<file path="src/rtl/prq_pkg.sv">
// Package for the priority ready-queue scheduler.
// Request codes, config register indexes, chain control and FSM types.
// No dependencies.
package prq_pkg;

  localparam int PRI_W = 6;
  localparam int REQ_W = 3;
  localparam int CFG_W = 8;

  localparam logic [REQ_W-1:0] REQ_TICK    = 3'd0;
  localparam logic [REQ_W-1:0] REQ_UNBLOCK = 3'd1;
  localparam logic [REQ_W-1:0] REQ_YIELD   = 3'd2;
  localparam logic [REQ_W-1:0] REQ_BLOCK   = 3'd3;
  localparam logic [REQ_W-1:0] REQ_SETPRI  = 3'd4;

  localparam logic CFG_SLICE_LIMIT = 1'b0;
  localparam logic CFG_IDLE_ID     = 1'b1;

  localparam logic [CFG_W-1:0] SLICE_LIMIT_RST = 8'd4;
  localparam logic [CFG_W-1:0] IDLE_ID_RST     = 8'd0;
  localparam logic [CFG_W-1:0] SLICE_MAX       = 8'd255;

  typedef enum logic [1:0] {
    OP_NONE,
    OP_INSERT,
    OP_POP
  } op_t;

  typedef struct packed {
    op_t              op;
    logic [PRI_W-1:0] pri;
  } chain_ctrl_t;

  typedef enum logic {
    ST_IDLE,
    ST_DISPATCH
  } state_t;

endpackage

</file>
<file path="src/rtl/prq_cell.sv">
// One slot of the ready-queue chain: holds an id and a priority.
// Shifts toward the back on insert, toward the front on pop. Uses prq_pkg.
module prq_cell
  import prq_pkg::*;
#(
  parameter int ID_BITS = 8
) (
  input  logic               clk,
  input  chain_ctrl_t        ctrl,
  input  logic [ID_BITS-1:0] new_id,
  input  logic               valid,
  input  logic               prev_ge,
  input  logic [ID_BITS-1:0] prev_id,
  input  logic [PRI_W-1:0]   prev_pri,
  input  logic [ID_BITS-1:0] next_id,
  input  logic [PRI_W-1:0]   next_pri,
  output logic               ge,
  output logic [ID_BITS-1:0] id,
  output logic [PRI_W-1:0]   pri
);

  // stays ahead of the new item: equal priority keeps arrival order
  assign ge = valid && (pri >= ctrl.pri);

  always_ff @(posedge clk) begin
    unique case (ctrl.op)
      OP_INSERT: begin
        if (!ge) begin
          if (prev_ge) begin
            id  <= new_id;
            pri <= ctrl.pri;
          end else begin
            id  <= prev_id;
            pri <= prev_pri;
          end
        end
      end
      OP_POP: begin
        id  <= next_id;
        pri <= next_pri;
      end
      default: ;
    endcase
  end

endmodule

</file>
<file path="src/rtl/prq_chain.sv">
// Ready queue as a row of prq_cell slots, front at slot 0.
// Depends on prq_pkg and prq_cell.
module prq_chain
  import prq_pkg::*;
#(
  parameter int QUEUE_DEPTH = 64,
  parameter int ID_BITS     = 8,
  parameter int CNT_W       = 7
) (
  input  logic               clk,
  input  chain_ctrl_t        ctrl,
  input  logic [ID_BITS-1:0] new_id,
  input  logic [CNT_W-1:0]   size,
  output logic [ID_BITS-1:0] front_id,
  output logic [PRI_W-1:0]   front_pri
);

  logic [ID_BITS-1:0] id_w  [QUEUE_DEPTH];
  logic [PRI_W-1:0]   pri_w [QUEUE_DEPTH];
  logic               ge_w  [QUEUE_DEPTH];

  for (genvar i = 0; i < QUEUE_DEPTH; i++) begin : g_cell
    logic               valid;
    logic               p_ge;
    logic [ID_BITS-1:0] p_id;
    logic [PRI_W-1:0]   p_pri;
    logic [ID_BITS-1:0] n_id;
    logic [PRI_W-1:0]   n_pri;

    assign valid = size > CNT_W'(i);

    if (i == 0) begin : g_first
      assign p_ge  = 1'b1;
      assign p_id  = '0;
      assign p_pri = '0;
    end else begin : g_mid
      assign p_ge  = ge_w[i-1];
      assign p_id  = id_w[i-1];
      assign p_pri = pri_w[i-1];
    end

    if (i == QUEUE_DEPTH - 1) begin : g_last
      assign n_id  = '0;
      assign n_pri = '0;
    end else begin : g_body
      assign n_id  = id_w[i+1];
      assign n_pri = pri_w[i+1];
    end

    prq_cell #(.ID_BITS(ID_BITS)) u_cell (
      .clk      (clk),
      .ctrl     (ctrl),
      .new_id   (new_id),
      .valid    (valid),
      .prev_ge  (p_ge),
      .prev_id  (p_id),
      .prev_pri (p_pri),
      .next_id  (n_id),
      .next_pri (n_pri),
      .ge       (ge_w[i]),
      .id       (id_w[i]),
      .pri      (pri_w[i])
    );
  end

  assign front_id  = id_w[0];
  assign front_pri = pri_w[0];

endmodule

</file>
<file path="src/rtl/priority_ready_queue_scheduler.sv">
// Strict-priority scheduler with one priority-ordered ready queue, first-in-first-out within a priority.
// Top level: request handling, running thread, slice counter, config, output.
// Depends on prq_pkg and prq_chain.
//
// A tick, an unblock, a set-priority that does not dispatch, or an unknown code
// is done on acceptance; a yield, a block or a dispatching set-priority also goes
// through the dispatch state: any re-queue of the running thread goes into the cell
// chain on the accept cycle, and the front is popped into the running thread in the
// following cycle. The chain shifts all slots in parallel, so handling does not
// depend on the queue fill. One request is in flight at a time; the result sits in
// an output register and the next request is taken as soon as that register can be freed.
module priority_ready_queue_scheduler
  import prq_pkg::*;
#(
  parameter int QUEUE_DEPTH = 64,
  parameter int ID_BITS     = 8
) (
  input  logic                clk,
  input  logic                rst,
  input  logic                cfg_we,
  input  logic                cfg_addr,
  input  logic [CFG_W-1:0]    cfg_data,
  input  logic                s_tvalid,
  output logic                s_tready,
  // req_type[2:0]
  input  logic [REQ_W-1:0]    s_tuser,
  // thread_id[ID_BITS], priority_req[6], zero pad
  input  logic [((ID_BITS + PRI_W + 7) / 8) * 8 - 1:0] s_tdata,
  output logic                m_tvalid,
  input  logic                m_tready,
  // running_id[ID_BITS], running_priority[6], ready_count[CNT_W],
  // preempt_request, switched, overflow, zero pad
  output logic [((ID_BITS + PRI_W + $clog2(QUEUE_DEPTH + 1) + 3 + 7) / 8) * 8 - 1:0] m_tdata
);

  localparam int CNT_W    = $clog2(QUEUE_DEPTH + 1);
  localparam int IN_W     = ID_BITS + PRI_W;
  localparam int OUT_W    = ID_BITS + PRI_W + CNT_W + 3;
  localparam int OUT_TD_W = ((OUT_W + 7) / 8) * 8;

  logic [REQ_W-1:0]   in_req;
  logic [ID_BITS-1:0] in_id;
  logic [PRI_W-1:0]   in_pri;

  assign in_req = s_tuser;
  assign in_id  = s_tdata[ID_BITS-1:0];
  assign in_pri = s_tdata[IN_W-1:ID_BITS];

  state_t             state, state_next;
  logic [CFG_W-1:0]   slice_limit;
  logic [CFG_W-1:0]   idle_reg;
  logic [ID_BITS-1:0] cur_id, cur_id_next;
  logic [PRI_W-1:0]   cur_pri, cur_pri_next;
  logic [CNT_W-1:0]   size, size_next;
  logic [CFG_W-1:0]   slice, slice_next;
  logic               ovf_pend, ovf_pend_next;
  logic               out_valid_next;
  logic [ID_BITS-1:0] out_id;
  logic [PRI_W-1:0]   out_pri;
  logic [CNT_W-1:0]   out_cnt;
  logic               out_pre, out_sw, out_ovf;
  logic               out_pre_next, out_sw_next, out_ovf_next;
  logic               out_load;

  chain_ctrl_t        ctrl;
  logic [ID_BITS-1:0] chain_id;
  logic [ID_BITS-1:0] front_id;
  logic [PRI_W-1:0]   front_pri;

  logic [ID_BITS-1:0] idle_id;
  logic               full;
  logic               accept;

  assign idle_id  = ID_BITS'(idle_reg);
  assign full     = size == CNT_W'(QUEUE_DEPTH);
  assign s_tready = (state == ST_IDLE) && (!m_tvalid || m_tready);
  assign accept   = s_tvalid && s_tready;

  prq_chain #(
    .QUEUE_DEPTH (QUEUE_DEPTH),
    .ID_BITS     (ID_BITS),
    .CNT_W       (CNT_W)
  ) u_chain (
    .clk       (clk),
    .ctrl      (ctrl),
    .new_id    (chain_id),
    .size      (size),
    .front_id  (front_id),
    .front_pri (front_pri)
  );

  always_comb begin
    state_next     = state;
    cur_id_next    = cur_id;
    cur_pri_next   = cur_pri;
    size_next      = size;
    slice_next     = slice;
    ovf_pend_next  = ovf_pend;
    out_valid_next = m_tvalid && !m_tready;
    out_load       = 1'b0;
    out_pre_next   = 1'b0;
    out_sw_next    = 1'b0;
    out_ovf_next   = 1'b0;
    ctrl.op        = OP_NONE;
    ctrl.pri       = in_pri;
    chain_id       = in_id;

    unique case (state)
      ST_IDLE: begin
        if (accept) begin
          ovf_pend_next = 1'b0;
          unique case (in_req)
            REQ_TICK: begin
              if (slice != SLICE_MAX) begin
                slice_next = slice + 1'b1;
              end
              out_pre_next = slice_next >= slice_limit;
              out_load     = 1'b1;
            end
            REQ_UNBLOCK: begin
              if (full) begin
                out_ovf_next = 1'b1;
              end else begin
                ctrl.op   = OP_INSERT;
                size_next = size + 1'b1;
              end
              out_load = 1'b1;
            end
            REQ_YIELD, REQ_BLOCK, REQ_SETPRI: begin
              if (in_req == REQ_SETPRI) begin
                cur_pri_next = in_pri;
              end
              if (in_req == REQ_SETPRI && !(size != '0 && front_pri > in_pri)) begin
                out_load = 1'b1;
              end else begin
                state_next = ST_DISPATCH;
                if (in_req != REQ_BLOCK && cur_id != idle_id) begin
                  chain_id = cur_id;
                  ctrl.pri = cur_pri_next;
                  if (full) begin
                    ovf_pend_next = 1'b1;
                  end else begin
                    ctrl.op   = OP_INSERT;
                    size_next = size + 1'b1;
                  end
                end
              end
            end
            default: out_load = 1'b1;
          endcase
        end
      end
      ST_DISPATCH: begin
        if (size == '0) begin
          cur_id_next  = idle_id;
          cur_pri_next = '0;
        end else begin
          cur_id_next  = front_id;
          cur_pri_next = front_pri;
          size_next    = size - 1'b1;
          ctrl.op      = OP_POP;
        end
        slice_next   = '0;
        out_sw_next  = 1'b1;
        out_ovf_next = ovf_pend;
        out_load     = 1'b1;
        state_next   = ST_IDLE;
      end
      default: state_next = ST_IDLE;
    endcase

    if (out_load) begin
      out_valid_next = 1'b1;
    end
  end

  always_ff @(posedge clk) begin
    if (rst) begin
      state       <= ST_IDLE;
      slice_limit <= SLICE_LIMIT_RST;
      idle_reg    <= IDLE_ID_RST;
      cur_id      <= ID_BITS'(IDLE_ID_RST);
      cur_pri     <= '0;
      size        <= '0;
      slice       <= '0;
      ovf_pend    <= 1'b0;
      m_tvalid    <= 1'b0;
    end else begin
      state    <= state_next;
      cur_id   <= cur_id_next;
      cur_pri  <= cur_pri_next;
      size     <= size_next;
      slice    <= slice_next;
      ovf_pend <= ovf_pend_next;
      m_tvalid <= out_valid_next;
      if (cfg_we) begin
        unique case (cfg_addr)
          CFG_SLICE_LIMIT: slice_limit <= cfg_data;
          CFG_IDLE_ID:     idle_reg    <= cfg_data;
          default: ;
        endcase
      end
    end
  end

  always_ff @(posedge clk) begin
    if (out_load) begin
      out_id  <= cur_id_next;
      out_pri <= cur_pri_next;
      out_cnt <= size_next;
      out_pre <= out_pre_next;
      out_sw  <= out_sw_next;
      out_ovf <= out_ovf_next;
    end
  end

  assign m_tdata = OUT_TD_W'({out_ovf, out_sw, out_pre, out_cnt, out_pri, out_id});

endmodule
</file>
<file path="config.mk">
export PLATFORM = sky130hd
export DESIGN_NAME = priority_ready_queue_scheduler
export DESIGN_NICKNAME = d
export VERILOG_FILES = /design/src/rtl/prq_pkg.sv /design/src/rtl/prq_cell.sv /design/src/rtl/prq_chain.sv /design/src/rtl/priority_ready_queue_scheduler.sv
export SDC_FILE = /design/constraint.sdc
export NUM_CORES = 2
export LEC_CHECK = 0
export ABC_AREA = 1
export BUFFER_PORTS_ARGS = -buffer_cell sky130_fd_sc_hd__buf_2
export CELL_PAD_IN_SITES_DETAIL_PLACEMENT = 0
export CELL_PAD_IN_SITES_GLOBAL_PLACEMENT = 2
export CORE_MARGIN = 2
export CORE_UTILIZATION = 36
export DETAILED_ROUTE_END_ITERATION = 10
export HOLD_SLACK_MARGIN = 0.15
export PLACE_DENSITY = 0.87
export SKIP_LAST_GASP = 1
export SYNTH_ARGS = -nofsm -noshare
export SYNTH_HDL_FRONTEND = slang
export SYNTH_SLANG_ARGS = --single-unit
</file>
<file path="constraint.sdc">
create_clock -name clk -period 5.3 [get_ports clk]
set_clock_uncertainty 0.05 [all_clocks]
set_input_delay 0.265 -clock clk [delete_from_list [all_inputs] [get_ports clk]]
set_output_delay 0.265 -clock clk [all_outputs]
set_load 0.02 [all_outputs]
</file>
==> qor.csv <==
metric,value,unit
reg2reg end,u_chain.g_cell[29].u_cell.pri[5],
Cell Int Power,0.0155,W
wire length per cell,17.9,um
CTS Buffer Depth,3,
Mapped Area,62300,sq um
cts bufs inserted,114,
RSZ-0062 raised after global routing,no,
H-tree Lvls,3,
worst path arrival time,5330,ps
CP bufs+invs,8,
setup violators final,0,
Initial Util,36.3,%
Antenna Cells,0,
Rows,152,
Clock Sink Count,968,
DRT Wirelength,181000,um
status,finished clean,
Nets,8171,
Post-Syn Instances,7760,
Worst-path clk slew,60,ps
die width,420,um
global-route wire length before repair,284000,um
Clock power frac,35.2,%
Peak VDD IR,268,uV
cells on worst reg2reg path,23,
most frequent CP cell,nand2_1,
Seq pwr share,45.1,%
CTS tree,done,
post-route clock period utilization,93.0,%
crit path capture type,flop,
Placed Cells,9884,
HP Class,primary input to flop,
Final Hold Vio Count,0,
R2R Setup Slk,370,ps
Via density,5.03,
post-synth net total,8197,
setup total negative slack,0,ps
Syn. warnings,0,
Die ar.,176000,sq um
DRT iter0 DRCs,4381,
CP max stage delay,450,ps
achievable frequency,203,MHz
final slew viol count,0,
critical hold path startpoint,cfg_data[4],
GR Util All Layers,20.3,%
Clock Latency Late Sink,750,ps
area of the multi-input gates,30200,sq um
most frequent cells in the layout,"3042 x nand2_1, 920 x edfxtp_1, 875 x nand3_1, 753 x or2_2, 417 x inv_1",
share of layout cells above drive strength 1,15.4,%
total global routing overflow,0,
leakage power figure,30.3,nW
"leading cell type in the layout, fill and taps excluded",nand2_1,
initial antenna violation count,2,
Top Family by Delay on Critical Path,buffers and inverters,
Tightest Pin Transition,1200,ps
Post-synth top flop,edfxtp_1,
Sequential Area,28600,sq um
fraction of registers with async set/reset,0,%
number of synthesized flops with an enable pin,920,
WHS Path Cells,4,
Antenna Violating Nets Remaining,0,
worst r2r src,size[0],
PwrDens,316,nW/um^2
port bufs,56,
WP data required,5700,ps
Setup Buffers After CTS,0,
Vias,51000,
fin crit period,4930,ps
hold_buf cts,44,
pin count of the biggest net entering global routing,182,
DR DRC count,0,
cts repair resizes,0,
Critical Path Slowest Stage Cell,dfxtp_1,
vias in the first global route,49200,
Die Ht,420,um
Layout area overhead,11.7,%
Synth cell types,42,
Comb power frac,19.7,%
core area,172000,sq um
io pins,59,
DP HPWL,122000,um
Synth Register Bits,968,
crit-path max FO,31,
net switching power,0.00648,W
fillcell total,17400,
CP cell instances,inv_1 -> ha_1 -> nand2_1 -> nor2_1 -> nor2_1 -> nand2_1 -> nand2_2 -> nand3_2 -> buf_4 -> nand2_1 -> o21ai_2 -> inv_6 -> buf_12 -> buf_12 -> ha_1 -> nand2_1 -> inv_1 -> o211ai_1 -> o2111ai_1 -> nand3_1 -> inv_1 -> o21ai_1 -> buf_4,
CP startpoint kind,flop,
max-cap viol count,0,
Worst Hold End,idle_id[4],
sw frac,29.5,%
Non-Filler Instances,10100,
drt pass-1 iters,6,
Worst Setup Path Type,flop to flop,
gpl congestion,0.847,
sequential area share after synthesis,45.9,%
Synth Area per Inst,8.03,sq um
Clock Tree Root,clkbuf_16,
Slew HR,19.8,%
-- worst max-delay path by stage --
stage | start | to | depth (start not counted)
after floorplan | m_tvalid | u_chain.g_cell[5].u_cell.id[0] | 20
after CTS | size[0] | u_chain.g_cell[29].u_cell.pri[5] | 23
after global routing | size[0] | u_chain.g_cell[29].u_cell.pri[5] | 23
after detailed placement | size[0] | u_chain.g_cell[29].u_cell.id[5] | 23
after global placement | size[0] | u_chain.g_cell[29].u_cell.id[5] | 23
final | size[0] | u_chain.g_cell[29].u_cell.pri[5] | 23
-- sequential cells by signal, indices dropped and copies added, names as in the netlist --
register                   cells
state                          1
m_tvalid                       1
out_pre                        1
idle_id                        8
cur_pri                        6
size                           7
out_sw                         1
out_cnt                        7
cur_id                         8
slice                          8
out_id                         8
slice_limit                    8
out_pri                        6
ovf_pend                       1
out_ovf                        1
u_chain.g_cell.u_cell.id     512
u_chain.g_cell.u_cell.pri    384
-- worst reg2reg max path: cells and delay by family (launching register included) --
kind,cells,cell delay (ps)
adder cells (fa/ha/maj),2,590
buffers and inverters,8,1740
AO/OA/AOI/OAI,4,730
AND/OR/NAND/NOR,9,1100
flip-flops,1,450
-- logic make-up after synthesis --
group / synth area share (%)
muxes: 0.0342
and+or+nand+nor: 34.8
adders and majority gates: 8.12
AOI/OAI and AO/OA: 5.31
DFF: 45.9
buffers and inverters: 5.69
xor gates and xnor gates: 0.113
-- per-layer routing --
layer	vias up	share of wire [%]	global-route usage, %
met3	239	4.3	2.13
met4	0	2.5	5.17
met2	1055	45	32.4
met1	23900	48	29.2
met5	-	0	0
li1	25700	-	-
-- Yosys cell counts (6+ instances only) --
master     instances  share of area (%)
nand2_1         3043                 18
edfxtp_1         920                 44
nand3_1          875                7.0
or2_2            753                7.6
inv_1            417                2.5
ha_1             404                8.1
clkbuf_1         272                1.6
o21ai_0          202                1.6
a21oi_1          193                1.6
nor2_1           160               0.96
buf_2             93               0.75
o211ai_1          70               0.84
nand4_1           56               0.56
buf_1             52               0.31
o2111ai_1         51               0.72
dfxtp_1           48                1.5
buf_4             26               0.31
inv_2             21               0.13
o21ai_1           20               0.16
nor3_1            18               0.14
o22ai_1           17               0.17
or2_1              6              0.060
xor2_1             6              0.084
-- power by group through the flow --
stage                     logic (W)  clock network (W)  registers, W
after detailed placement    0.00430                  0        0.0100
after global routing        0.00492            0.00817       0.00996
after floorplan             0.00302                  0       0.00986
after CTS                   0.00435            0.00790       0.00989
after global placement      0.00417                  0        0.0100
final                       0.00432            0.00774       0.00990
-- metrics by stage --
step           hold slack [ps]  setup WS, ps  power, W  area (sq um)  utilization [%]
2_1_floorplan              293          95.4    0.0129         62300                -
3_3_place_gp               406           558    0.0142         65500             38.2
3_5_place_dp               406           468    0.0143         65500             38.2
4_1_cts                    299           453    0.0221         69500             40.5
5_1_grt                    342          19.5    0.0231         69500             40.5
6_report                   357           370    0.0219         69500             40.5
-- cell type report --
class,count,share of cell area (%)
Timing Repair Buffer,303,3.80
Clock buffer,157,4.50
Clock inverter,54,0.624
Multi-Input combinational cell,5909,43.4
Tap cell,2310,4.16
Inverter,438,2.43
Sequential cell,968,41.1
(Power assumes the default switching activity.)
